## src/sv/semt_pkg.sv

```systemverilog
// Types, codes and code helpers shared by the sorted event marker table.
package semt_pkg;

   localparam int IDX_BITS = 12;
   localparam int CNT_BITS = 13;

   localparam logic [1:0] OP_INSERT    = 2'd0;
   localparam logic [1:0] OP_SEEK_FWD  = 2'd1;
   localparam logic [1:0] OP_SEEK_BACK = 2'd2;
   localparam logic [1:0] OP_CLEAR     = 2'd3;

   localparam logic [1:0] ST_DONE = 2'd0;
   localparam logic [1:0] ST_DUP  = 2'd1;
   localparam logic [1:0] ST_FULL = 2'd2;
   localparam logic [1:0] ST_NONE = 2'd3;

   localparam logic CSR_RESET_CODE = 1'b0;
   localparam logic CSR_DISC_CODE  = 1'b1;

   typedef struct packed {
      logic [1:0]  operation;
      logic [63:0] position;
      logic [63:0] marker_code;
      logic [7:0]  marker_class;
   } req_type;

   typedef struct packed {
      logic [1:0]  status;
      logic [7:0]  slot;
      logic [63:0] found_position;
      logic [7:0]  found_class;
      logic [8:0]  removed;
      logic [8:0]  fill;
   } rsp_type;

   typedef struct packed {
      logic [63:0] position;
      logic [63:0] code;
      logic [7:0]  cls;
   } entry_type;

   typedef enum logic [1:0] {
      CMD_HOLD,
      CMD_INSERT,
      CMD_DELETE
   } cmd_kind_type;

   typedef struct packed {
      cmd_kind_type          kind;
      logic [IDX_BITS-1:0]   target;
      entry_type             new_entry;
      logic [63:0]           position;
      logic [63:0]           code_fold;
      logic [1:0]            operation;
      logic [CNT_BITS-1:0]   count;
   } cmd_type;

   typedef struct packed {
      logic                bnd_found;
      logic [IDX_BITS-1:0] bnd_idx;
      logic                dup;
      logic                run_open;
      logic [CNT_BITS-1:0] run_len;
      logic                hit_found;
      logic [IDX_BITS-1:0] hit_idx;
      logic [63:0]         hit_pos;
      logic [7:0]          hit_cls;
   } acc_type;

   typedef enum logic [2:0] {
      S_IDLE,
      S_SCAN,
      S_EVAL,
      S_DEL,
      S_FINISH
   } state_type;

   function automatic logic [63:0] norm_code(input logic [63:0] v, input int chars);
      logic [63:0] r;
      logic        live;
      r    = '0;
      live = 1'b1;
      for (int k = 0; k < 8; k++) begin
         if (k >= chars || v[8*k +: 8] == 8'h00) begin
            live = 1'b0;
         end
         if (live) begin
            r[8*k +: 8] = v[8*k +: 8];
         end
      end
      return r;
   endfunction

   function automatic logic [63:0] fold_code(input logic [63:0] v);
      logic [63:0] r;
      r = v;
      for (int k = 0; k < 8; k++) begin
         if (v[8*k +: 8] >= 8'h41 && v[8*k +: 8] <= 8'h5a) begin
            r[8*k +: 8] = v[8*k +: 8] + 8'h20;
         end
      end
      return r;
   endfunction

endpackage

```

## src/sv/semt_cell.sv

```systemverilog
// One table cell: holds one entry, shifts with its neighbors and updates the scan accumulator.
module semt_cell #(
   parameter int CELL_INDEX = 0
) (
   input  logic                clock,
   input  semt_pkg::cmd_type   cmd,
   input  semt_pkg::entry_type left_entry,
   input  semt_pkg::entry_type right_entry,
   input  semt_pkg::acc_type   acc_in,
   output semt_pkg::entry_type entry_out,
   output semt_pkg::acc_type   acc_out
);

   localparam logic [semt_pkg::IDX_BITS-1:0] MY_IDX = semt_pkg::IDX_BITS'(CELL_INDEX);

   semt_pkg::entry_type entry_ff, entry_in;
   semt_pkg::acc_type   acc_ff, acc_in_next;
   logic                valid, match, eq_pos;

   always_comb begin
      entry_in = entry_ff;
      case (cmd.kind)
         semt_pkg::CMD_INSERT: begin
            if (MY_IDX > cmd.target) begin
               entry_in = left_entry;
            end else if (MY_IDX == cmd.target) begin
               entry_in = cmd.new_entry;
            end
         end
         semt_pkg::CMD_DELETE: begin
            if (MY_IDX >= cmd.target) begin
               entry_in = right_entry;
            end
         end
         default: begin
            entry_in = entry_ff;
         end
      endcase
   end

   always_comb begin
      valid       = semt_pkg::CNT_BITS'(CELL_INDEX) < cmd.count;
      match       = semt_pkg::fold_code(entry_ff.code) == cmd.code_fold;
      eq_pos      = entry_ff.position == cmd.position;
      acc_in_next = acc_in;
      if (!valid) begin
         acc_in_next.run_open = 1'b0;
      end else begin
         if (!acc_in.bnd_found && entry_ff.position >= cmd.position) begin
            acc_in_next.bnd_found = 1'b1;
            acc_in_next.bnd_idx   = MY_IDX;
            acc_in_next.dup       = eq_pos && match;
            acc_in_next.run_open  = eq_pos && match;
            acc_in_next.run_len   = (eq_pos && match) ? semt_pkg::CNT_BITS'(1) : '0;
         end else if (acc_in.bnd_found && acc_in.run_open) begin
            if (eq_pos && match) begin
               acc_in_next.run_len = acc_in.run_len + 1'b1;
            end else begin
               acc_in_next.run_open = 1'b0;
            end
         end
         if (match) begin
            if ((cmd.operation == semt_pkg::OP_SEEK_FWD && !acc_in.hit_found &&
                 entry_ff.position > cmd.position) ||
                (cmd.operation == semt_pkg::OP_SEEK_BACK &&
                 entry_ff.position < cmd.position)) begin
               acc_in_next.hit_found = 1'b1;
               acc_in_next.hit_idx   = MY_IDX;
               acc_in_next.hit_pos   = entry_ff.position;
               acc_in_next.hit_cls   = entry_ff.cls;
            end
         end
      end
   end

   always_ff @(posedge clock) begin
      entry_ff <= entry_in;
      acc_ff   <= acc_in_next;
   end

   assign entry_out = entry_ff;
   assign acc_out   = acc_ff;

endmodule

```

## config.mk

```make
export PLATFORM = sky130hd
export DESIGN_NAME = semt_cell
export DESIGN_NICKNAME = d
export VERILOG_FILES = /design/src/sv/semt_pkg.sv /design/src/sv/semt_cell.sv
export SDC_FILE = /design/constraint.sdc
export NUM_CORES = 1
export LEC_CHECK = 0
export ABC_AREA = 1
export BUFFER_PORTS_ARGS = -buffer_cell sky130_fd_sc_hd__buf_4
export CELL_PAD_IN_SITES_DETAIL_PLACEMENT = 1
export CELL_PAD_IN_SITES_GLOBAL_PLACEMENT = 2
export CORE_AREA = 8 8 352 354
export CTS_CLUSTER_DIAMETER = 50
export DETAILED_ROUTE_END_ITERATION = 10
export DIE_AREA = 0 0 360 362
export GPL_TIMING_DRIVEN = 0
export HOLD_SLACK_MARGIN = 0.12
export MAX_ROUTING_LAYER = met4
export PLACE_DENSITY = 0.48
export SETUP_SLACK_MARGIN = 0.1
export SYNTH_ARGS = -nofsm -noshare
export SYNTH_HDL_FRONTEND = slang
export SYNTH_SLANG_ARGS = --single-unit
```

## constraint.sdc

```tcl
create_clock -name clock -period 4.4 [get_ports clock]
set_clock_uncertainty 0.1 [all_clocks]
set_input_delay 0.22 -clock clock [delete_from_list [all_inputs] [get_ports clock]]
set_output_delay 0.22 -clock clock [all_outputs]
set_load 0.03 [all_outputs]
```

==> run_results.csv, run 1 <==
group,metric,value,unit
run_status,outcome,"finished, final reports clean",
timing,period_minus_slack,3940,ps
clock_network,clockRootBuffer,"clkbuf_16",
die,die-area,130000,um2
finish,final_cells,4739,
routing,ant_nets,0,
critical_path,r2r_end,"acc_out[87]",
pwr,p_per_area,339,nW/um2
logic_synthesis,synth_edf_count,136,
placement,numPortBuffers,791,
critical_path,startpoint_type,"flop",
logic_synthesis,syn_area_per_cell,7.56,um2
grt,grt_pass1_wl,131000,um
critical_path,crit_path_end_kind,"flop",
run,max_cap_violations,0,
logic_synthesis,yosysSeqAreaShare,45.7,%
critical_path,worst-endpoint-required,4820,ps
logic_synthesis,synth.most_common_cell,"nand2_1",
die,chipHeight,362,um
logic_synthesis,yosys_warnings,0,
critical_path,worst_path_most_repeated_cell,"nor2_1",
placement,globalplace.congestion,0.846,
die,core,119000,um2
worst_hold_path,hp-class,"primary input to flop",
routing,drt_iter0_markers,630,
finish,final_nets,3863,
critical_path,path_depth,15,
logic_synthesis,synth_commonest_cells,"694 x nand2_1, 292 x inv_1, 178 x nor2_1",
critical_path,cp_num_buf_inv,2,
timing,rsz0062_at_grt,"no",
die,initial_utilization,11.7,%
critical_path,ff2ff_setup_slack,460,ps
pwr,p_leak,14.1,nW
placement,dpl.cell_count,4182,
critical_path,reg2regPathDepth,15,
critical_path,cp.arrival,4370,ps
clock_network,clkLatencyLatePin,640,ps
clock_network,post_cts_buffers,0,
critical_path,crit_start,"entry_out[24]",
grt,grtUsageTotal,14.2,%
critical_path,slowest_stage,"edfxtp_1",
timing,finalCritPeriodShare,89.6,%
pwr,ir_drop,0.000234,V
clock_network,cts.sinks,249,
routing,wirelength,93500,um
timing,finalSetupViolCount,0,
logic_synthesis,synthTopCellsByArea,"edfxtp_1 29%, nand2_1 19%, dfxtp_1 16%",
timing,hold_slack,206,ps
routing,wire_per_inst,19.7,um
grt,antenna_found_initial,32,
worst_hold_path,worstHoldStart,"cmd[284]",
placement,dp_hpwl,78400,um
die,rows,127,
logic_synthesis,synth_seq_cells,249,
grt,gr-total-overflow,0,
logic_synthesis,async_flop_share,0,%
routing,drt_pre_antenna_iters,4,
critical_path,crit_type,"flop to flop",
die,ioPinCount,928,
logic_synthesis,yosysTopAreaCell,"edfxtp_1",
critical_path,crit_family,"simple AND/OR/NAND/NOR gates",
grt,grt_max_degree,33,
critical_path,critPathMaxFanout,4,
clock_network,cts_tree,"built",
timing,hold_viol,0,
die,die_w,360,um
clock_network,clk_transition_reported_paths,50,ps
timing,worst_pin_slew,1030,ps
clock_network,cts-buffers-inserted,69,
critical_path,cp_cell_sequence,"xnor2_1 -> nand2_1 -> inv_1 -> nand2_1 -> nor2_1 -> nand2_1 -> nor2_1 -> nand4_1 -> nor2_1 -> nand3_2 -> nor2_1 -> nand4_1 -> nor2_1 -> dlygate4sd3_1 -> nor2_1",
timing,maxSlewHeadroom,31.2,%
critical_path,crit_end,"acc_out[87]",
finish,syn_to_final_growth,106,%
clock_network,cts.path.max_buffers,3,
finish,drive_above_1_share,31.0,%
logic_synthesis,synthCells,1838,
logic_synthesis,synth_cell_types,38,
clock_network,htree_levels,3,
logic_synthesis,synth_top_area_share,29.4,%
timing,maxSlewViolCount,0,
timing,max_clock_freq,0.254,GHz
routing,routed_via_density,3.60,
critical_path,reg2reg_from,"entry_out[24]",
grt,grt_pass1_vias,19600,
routing,vias,17100,
critical_path,cp_slowest_stage_delay,550,ps
logic_synthesis,syn_nets,2590,
routing,drc,0,
logic_synthesis,synth-main-ff-cell,"edfxtp_1",
logic_synthesis,syn-cell-area,13900,um2
==> cell usage in the layout, fill, tap and decap left out, drive strengths merged, types with 9 or more instances in the layout <==
master       netlist  final
clkinv             0     16
nand3b            13     13
nor3              11     11
xnor2             21     21
bufinv             0     16
clkbuf            27    108
o21ai             20     20
edfxtp           136    136
inv              294    299
clkinvlp           0      9
nand3             52     52
a21oi            107    107
diode              0     24
ha                73     73
xor2              15     15
dfxtp            113    113
nand4             30     30
buf               22    818
nand2            694    694
nor4              11     11
nor2             179    179
dlygate4sd3        0    406
==> how the worst min path moves through the flow <==
stage	to	cells past startpoint	slack [ps]
finish	entry_out[96]	4	210
global route	entry_out[111]	4	190
CTS	acc_out[82]	4	140
detailed placement	acc_out[106]	3	310
global placement	acc_out[105]	3	300
floorplan	acc_out[100]	2	220
==> worst register-to-register path, cell delays in order (launching register included) <==
cell	delay [ps]
edfxtp_1	550
xnor2_1	390
nand2_1	140
inv_1	70
nand2_1	50
nor2_1	140
nand2_1	130
nor2_1	140
nand4_1	90
nor2_1	310
nand3_2	240
nor2_1	510
nand4_1	230
nor2_1	130
dlygate4sd3_1	550
nor2_1	40
==> per-layer routing <==
layer  global-route usage [%]  routed length (um)  up-vias
li1                         -                   -     8355
met1                     14.3               35300     8061
met2                     25.6               48900      531
met3                     4.40                6390      130
met4                     5.63                2930        0
met5                        -                   0        -
==> repair_timing <==
item | in CTS | in global routing
gates resized for setup | 0 | 1
setup endpoints to repair | 0 | 2
hold endpoints to repair | 264 | 0
hold buffers | 406 | 0
==> cell families after synthesis <==
group | synth area share, %
flops | 45.7
xor+xnor | 2.27
compound gates | 6.25
buf+inv | 10.0
fa+ha+maj | 6.57
simple gates | 29.2
==> power by group <==
group	switching (W)	internal (W)	total, W
Clock	0.00178	0.00398	0.00577
Sequential	0.0000182	0.00253	0.00255
Combinational	0.000607	0.000795	0.00140
==> through the flow <==
step / setup TNS (ps) / util, % / instance area, um2 / power [W] / worst slack (ps)
after floorplan: 0 / - / 13900 / 0.00300 / 1370
after global placement: -112280 / 18.3 / 21800 / 0.00365 / -885
after detailed placement: 0 / 18.4 / 21900 / 0.00366 / 358
after CTS: 0 / 24.1 / 28600 / 0.00993 / 191
after global routing: 0 / 24.1 / 28600 / 0.0101 / 171
final: 0 / 24.1 / 28600 / 0.00972 / 458
==> final cells by class <==
class | count | area (um2)
diodes | 24 | 60.1
plain buffers | 49 | 288
clock buffers | 81 | 1850
clock inverters | 46 | 767
fillers | 14100 | 90100
inverters | 294 | 1100
multi-input cells | 1246 | 6160
flip-flops and latches | 249 | 6350
well taps | 1548 | 1940
repair buffers | 1202 | 10100
==> flip-flops by register name (all words and copies together) (netlist names) <==
signal,count
entry_out,136
acc_out,113
No activity file was read; power rests on OpenSTA's default activity.
==> run 2, diff against run 1 <==
--- a/config.mk
+++ b/config.mk
@@ -9,14 +9,14 @@
 export BUFFER_PORTS_ARGS = -buffer_cell sky130_fd_sc_hd__buf_4
 export CELL_PAD_IN_SITES_DETAIL_PLACEMENT = 1
 export CELL_PAD_IN_SITES_GLOBAL_PLACEMENT = 2
-export CORE_AREA = 8 8 352 354
+export CORE_AREA = 2 2 364 366
 export CTS_CLUSTER_DIAMETER = 50
 export DETAILED_ROUTE_END_ITERATION = 10
-export DIE_AREA = 0 0 360 362
+export DIE_AREA = 0 0 366 368
 export GPL_TIMING_DRIVEN = 0
 export HOLD_SLACK_MARGIN = 0.12
 export MAX_ROUTING_LAYER = met4
-export PLACE_DENSITY = 0.48
+export PLACE_DENSITY = 0.42
 export SETUP_SLACK_MARGIN = 0.1
 export SYNTH_ARGS = -nofsm -noshare
 export SYNTH_HDL_FRONTEND = slang
==> constraint.sdc (replaced) <==
create_clock -name clock -period 4.6 [get_ports clock]
set_clock_uncertainty 0.1 [all_clocks]
set_input_delay 0.23 -clock clock [delete_from_list [all_inputs] [get_ports clock]]
set_output_delay 0.23 -clock clock [all_outputs]
set_load 0.03 [all_outputs]
==> run_results.csv, run 2 (synthesis gave the netlist of run 1 again) <==
group,metric,value,unit
timing,rsz0062_at_grt,"no",
finish,drive_above_1_share,31.0,%
routing,routed_via_density,3.45,
critical_path,slowest_stage,"dlygate4sd3_1",
clock_network,cts_tree,"built",
timing,hold_viol,0,
finish,layout_common_cells,"793 x buf_4, 694 x nand2_1, 407 x dlygate4sd3_1",
pwr,clkPwrFrac,58.8,%
pwr,p_leak,14.0,nW
timing,maxSlewHeadroom,24.2,%
finish,final_nets,3865,
timing,max_clock_freq,0.255,GHz
critical_path,crit_type,"flop to flop",
finish,fill_cells,15800,
placement,dpl_cell_area,22100,um2
routing,wire_per_inst,19.2,um
grt,grtUsageTotal,14.3,%
grt,grt_pass1_wl,133000,um
grt,gr-total-overflow,0,
timing,worst_pin_slew,1140,ps
clock_network,clkLatencyLatePin,660,ps
die,ioPinCount,928,
critical_path,cp_cell_sequence,"inv_1 -> nand2_1 -> a21oi_1 -> nand2_1 -> nor2_1 -> nand3_1 -> nor2_1 -> nand4_1 -> nor2_2 -> nand3_2 -> inv_2 -> nand2_1 -> nor3_1 -> nor2_1 -> dlygate4sd3_1 -> nor2_1 -> dlygate4sd3_1",
routing,drt_pre_antenna_iters,4,
timing,setup_tns,0,ps
timing,hold_slack,199,ps
die,rows,133,
die,initial_utilization,10.6,%
critical_path,reg2regPathDepth,17,
critical_path,worst_path_most_repeated_cell,"nor2_1",
pwr,comb_power_share,14.6,%
clock_network,htree_levels,3,
finish,largest_reg_flops,136,
run_status,outcome,"finished, final reports clean",
die,die_w,366,um
critical_path,critPathMaxFanout,5,
routing,drt_iter0_markers,506,
worst_hold_path,hp-class,"primary input to flop",
critical_path,crit_path_end_kind,"flop",
critical_path,worst-endpoint-required,5070,ps
placement,numPortBuffers,791,
die,die-area,135000,um2
clock_network,cts.sinks,249,
timing,period_minus_slack,3930,ps
clock_network,cts.path.max_buffers,3,
worst_hold_path,hold_depth,5,
clock_network,post_cts_buffers,0,
pwr,switchingPower,0.00236,W
run,max_cap_violations,0,
pwr,p_per_area,318,nW/um2
critical_path,cp_slowest_stage_delay,550,ps
die,core,131000,um2
timing,finalCritPeriodShare,85.4,%
critical_path,cp.arrival,4400,ps
clock_network,clockRootBuffer,"clkbuf_16",
die,chipHeight,368,um
pwr,cellInternalPower,0.00680,W
finish,syn_to_final_growth,108,%
finish,post-route-cell-area,28800,um2
finish,final_common_cell,"buf_4",
routing,ant_nets,0,
routing,drc,0,
routing,wirelength,95200,um
clock_network,cts-buffers-inserted,73,
pwr,sequentialPowerShare,26.6,%
finish,postLayoutCoreUtil,22.0,%
routing,vias,17100,
timing,finalSetupViolCount,0,
grt,grt_max_degree,58,
clock_network,clk_transition_reported_paths,40,ps
critical_path,startpoint_type,"flop",
grt,antenna_found_initial,38,
pwr,switching_share,25.8,%
placement,globalplace.congestion,0.807,
pwr,ir_drop,0.000221,V
grt,grt_pass1_vias,19300,
timing,maxSlewViolCount,0,
placement,dp_hpwl,79100,um
[run 2: cell types whose count changed in the layout (fill, tap and decap cells not counted), moves of 5 or more]
cell	previous run	this run
bufinv_16	16	9
buf_12	5	0
diode_2	24	35
clkbuf_1	31	36
clkinv_2	7	12
clkbuf_8	4	10
[run 2: layer usage]
layer / global-route usage [%] / wire (um) / vias up
li1: - / - / 8385
met5: - / 0 / -
met2: 25.2 / 49400 / 563
met1: 14.7 / 35700 / 8033
met4: 5.37 / 2760 / 0
met3: 4.59 / 7360 / 124
[run 2: path summary, 6_finish.rpt]
check	start	endpoint	slack [ps]
worst min-delay path	cmd[0]	acc_out[98]	200
worst max-delay path	entry_out[9]	acc_out[88]	670
worst max register to register	entry_out[9]	acc_out[88]	670
worst min register to register	entry_out[1]	acc_out[1]	420
[run 2: layout make-up]
cell class | instances | area [um2] | area share [%]
timing repair buffer | 1200 | 10100 | 34.9
sequential | 249 | 6350 | 22.0
multi-input combinational | 1246 | 6170 | 21.4
tap | 1755 | 2200 | 7.62
clock buffer | 95 | 2030 | 7.04
inverter | 294 | 1100 | 3.83
clock inverter | 39 | 542 | 1.88
buffer | 49 | 288 | 0.998
antenna | 35 | 87.6 | 0.304
[run 2: timing repair]
| item | in CTS | in global routing |
|---|---|---|
| endpoints found under the setup margin | 0 | 1 |
| hold endpoints to repair | 272 | 0 |
| hold buffers | 407 | 0 |
| resized for setup | 0 | 1 |
[run 2: critical path, delay by kind of cell, from the launching register on]
| kind | cells | cell delay [ps] |
|---|---|---|
| and+or+nand+nor | 12 | 1560 |
| buffers and inverters | 4 | 1290 |
| DFF | 1 | 490 |
| AOI/OAI and AO/OA | 1 | 400 |
[run 2: through the flow]
stage	power, W	setup slack [ps]	std cells
4_1_cts	0.00940	298	4927
3_3_place_gp	0.00349	-3310	4384
3_5_place_dp	0.00350	580	4386
6_report	0.00916	674	4962
2_1_floorplan	0.00287	147	1838
5_1_grt	0.00960	140	4955
[run 2: power groups by stage]
stage                     Combinational, W  Clock, W  Sequential (W)
after global routing               0.00147   0.00569         0.00244
after CTS                          0.00136   0.00560         0.00244
after detailed placement           0.00102         0         0.00248
after global placement             0.00101         0         0.00248
final                              0.00134   0.00539         0.00244
after floorplan                   0.000281         0         0.00259
==> run 3, diff against run 2 <==
==> config.mk (replaced) <==
export PLATFORM = sky130hd
export DESIGN_NAME = semt_cell
export DESIGN_NICKNAME = d
export VERILOG_FILES = /design/src/sv/semt_pkg.sv /design/src/sv/semt_cell.sv
export SDC_FILE = /design/constraint.sdc
export NUM_CORES = 1
export LEC_CHECK = 0
export BUFFER_PORTS_ARGS = -buffer_cell sky130_fd_sc_hd__buf_4
export CELL_PAD_IN_SITES_DETAIL_PLACEMENT = 1
export CELL_PAD_IN_SITES_GLOBAL_PLACEMENT = 2
export CORE_AREA = 2 2 362 364
export CTS_BUF_LIST = sky130_fd_sc_hd__clkbuf_8
export CTS_CLUSTER_DIAMETER = 200
export DETAILED_ROUTE_END_ITERATION = 10
export DIE_AREA = 0 0 364 366
export GPL_TIMING_DRIVEN = 0
export HOLD_SLACK_MARGIN = 0.12
export MAX_ROUTING_LAYER = met4
export PLACE_DENSITY = 0.37
export SETUP_SLACK_MARGIN = 0.1
export SYNTH_ARGS = -nofsm -noshare
export SYNTH_HDL_FRONTEND = slang
export SYNTH_SLANG_ARGS = --single-unit
==> run_results.csv, run 3 <==
group,metric,value,unit
timing,finalCritPeriodShare,91.3,%
timing,setup_tns,0,ps
critical_path,r2r_end,"acc_out[66]",
grt,grtUsageTotal,12.6,%
routing,routed_via_density,3.33,
die,die_w,364,um
clock_network,clockRootBuffer,"clkbuf_8",
placement,dp_hpwl,69300,um
logic_synthesis,synth_commonest_cells,"174 x mux2_2, 136 x edfxtp_1, 113 x dfxtp_1",
die,rows,132,
logic_synthesis,synth.most_common_cell,"mux2_2",
timing,worst_pin_slew,1140,ps
placement,numPortBuffers,791,
critical_path,critPathMaxFanout,10,
clock_network,cts_tree,"built",
die,die-area,133000,um2
die,initial_utilization,10.0,%
finish,fill_cells,14900,
finish,syn_to_final_growth,111,%
timing,hold_viol,0,
routing,vias,14100,
finish,seq_area,6350,um2
routing,drc,0,
finish,largest_reg_flops,136,
timing,rsz0062_at_grt,"yes",
placement,globalplace.congestion,0.755,
finish,drive_above_1_share,43.8,%
routing,drt_iter0_markers,339,
grt,grt_pass1_vias,16300,
clock_network,cts.path.max_buffers,3,
worst_hold_path,worstHoldEndpoint,"acc_out[75]",
die,core,129000,um2
critical_path,ff2ff_setup_slack,400,ps
clock_network,htree_levels,2,
logic_synthesis,syn_area_per_cell,12.0,um2
routing,drt_pre_antenna_iters,4,
logic_synthesis,synth_seq_cells,249,
pwr,p_per_area,235,nW/um2
finish,multi_input_area,6200,um2
clock_network,cts-buffers-inserted,58,
placement,dpl.cell_count,3618,
timing,period_minus_slack,4200,ps
die,ioPinCount,928,
logic_synthesis,yosysSeqAreaShare,49.0,%
critical_path,crit_type,"flop to flop",
critical_path,crit_path_end_kind,"flop",
run,max_cap_violations,0,
logic_synthesis,synth_edf_count,136,
timing,maxSlewViolCount,0,
grt,antenna_found_initial,19,
worst_hold_path,hp-class,"primary input to flop",
critical_path,reg2reg_from,"entry_out[41]",
pwr,ir_drop,0.000186,V
logic_synthesis,synthTopCellsByArea,"edfxtp_1 32%, dfxtp_1 17%, mux2_2 15%",
logic_synthesis,syn-cell-area,12900,um2
grt,grt_pass1_wl,117000,um
routing,ant_nets,0,
finish,layout_common_cells,"799 x buf_4, 480 x dlygate4sd3_1, 174 x mux2_2",
grt,gr-total-overflow,0,
logic_synthesis,synth-main-ff-cell,"edfxtp_1",
logic_synthesis,async_flop_share,0,%
clock_network,clk_transition_reported_paths,60,ps
clock_network,cts.sinks,249,
routing,wirelength,84200,um
finish,final_common_cell,"buf_4",
timing,max_clock_freq,0.238,GHz
logic_synthesis,synth_top_area_share,31.5,%
worst_hold_path,worstHoldStart,"acc_in[75]",
logic_synthesis,syn_nets,1834,
worst_hold_path,hold_depth,3,
die,chipHeight,366,um
finish,final_cells,4227,
critical_path,reg2regPathDepth,11,
logic_synthesis,yosysTopAreaCell,"edfxtp_1",
critical_path,worst-endpoint-required,5060,ps
finish,final_nets,3176,
grt,grt_max_degree,51,
logic_synthesis,yosys_warnings,0,
logic_synthesis,synthCells,1082,
routing,wire_per_inst,19.9,um
timing,finalSetupViolCount,0,
pwr,p_leak,11.6,nW
run_status,outcome,"finished, final reports clean",
timing,maxSlewHeadroom,23.8,%
critical_path,startpoint_type,"flop",
critical_path,cp.arrival,4660,ps
clock_network,clkLatencyLatePin,760,ps
logic_synthesis,synth_cell_types,68,
[run 3: what timing repair did]
action | in CTS | in global routing
endpoints found under the setup margin | 112 | 23
hold buffers | 481 | 0
endpoints found under the hold margin | 290 | 0
setup buffers | 7 | 0
pin swaps | 4 | 0
gates resized for setup | 10 | 3
[run 3: stage by stage]
step                      setup WS (ps)  cell area, um2  utilization [%]  hold WS (ps)  total power, W
final                               399           27300             21.2           219         0.00641
after global routing               77.2           27300             21.2           163         0.00680
after CTS                           147           27200             21.1           120         0.00661
after detailed placement          -1910           21100             16.4           338         0.00345
after global placement            -2510           21100             16.3           333         0.00344
after floorplan                     340           12900                -           216         0.00285
[run 3: worst max-delay path by stage]
stage          slack [ps]            from  depth (start not counted)        endpoint
3_3_place_gp        -2510        cmd[285]                          3  entry_out[134]
5_1_grt                80  entry_out[134]                         11     acc_out[98]
3_5_place_dp        -1910  entry_out[134]                         11     acc_out[63]
2_1_floorplan         340        cmd[280]                          2    entry_out[0]
4_1_cts               150   entry_out[81]                         12     acc_out[66]
6_report              400   entry_out[41]                         11     acc_out[66]
[run 3: critical path, cell delays in order, from the launching register on]
cell	delay [ps]
edfxtp_1	490
xor2_1	220
nor4_1	760
o2111ai_1	290
nor4_1	380
and4_1	360
nand2_1	170
a311oi_4	280
buf_4	190
buf_6	200
buf_6	200
mux2_1	370
[run 3: area by class of cell]
cell class                      instances  share of cell area (%)
Clock buffer                           63                    3.18
Multi-Input combinational cell        717                    22.7
Antenna cell                           11                   0.101
Clock inverter                         47                    1.01
Buffer                                 28                   0.578
Tap cell                             1742                    7.99
Sequential cell                       249                    23.3
Timing Repair Buffer                 1282                    40.0
Inverter                               88                    1.21
[run 3: cells by family (layout without fill, tap and decap cells)]
family / count (synthesis) / after routing / synth area share (%)
AO/OA/AOI/OAI: 124 / 124 / 6.83
adder cells (fa/ha/maj): 73 / 73 / 7.05
flip-flops: 249 / 249 / 49.0
XOR/XNOR: 48 / 48 / 3.25
other: 0 / 11 / 0
multiplexers: 222 / 222 / 19.2
buffers and inverters: 116 / 1508 / 3.76
AND/OR/NAND/NOR: 250 / 250 / 10.9
[run 3: per-layer routing]
metal	up-vias	part of all wire, %	GRT usage (%)
li1	6741	-	-
met1	6763	38	13.4
met2	492	53	23.0
met3	85	6.4	3.09
met4	0	2.1	3.64
met5	-	0	-
[run 3: where the power goes]
group / leakage [nW] / internal (W) / switching, W
sequential: 2.17 / 0.00241 / 0.0000176
combinational: 8.69 / 0.000836 / 0.000498
clock: 0.712 / 0.00139 / 0.00127
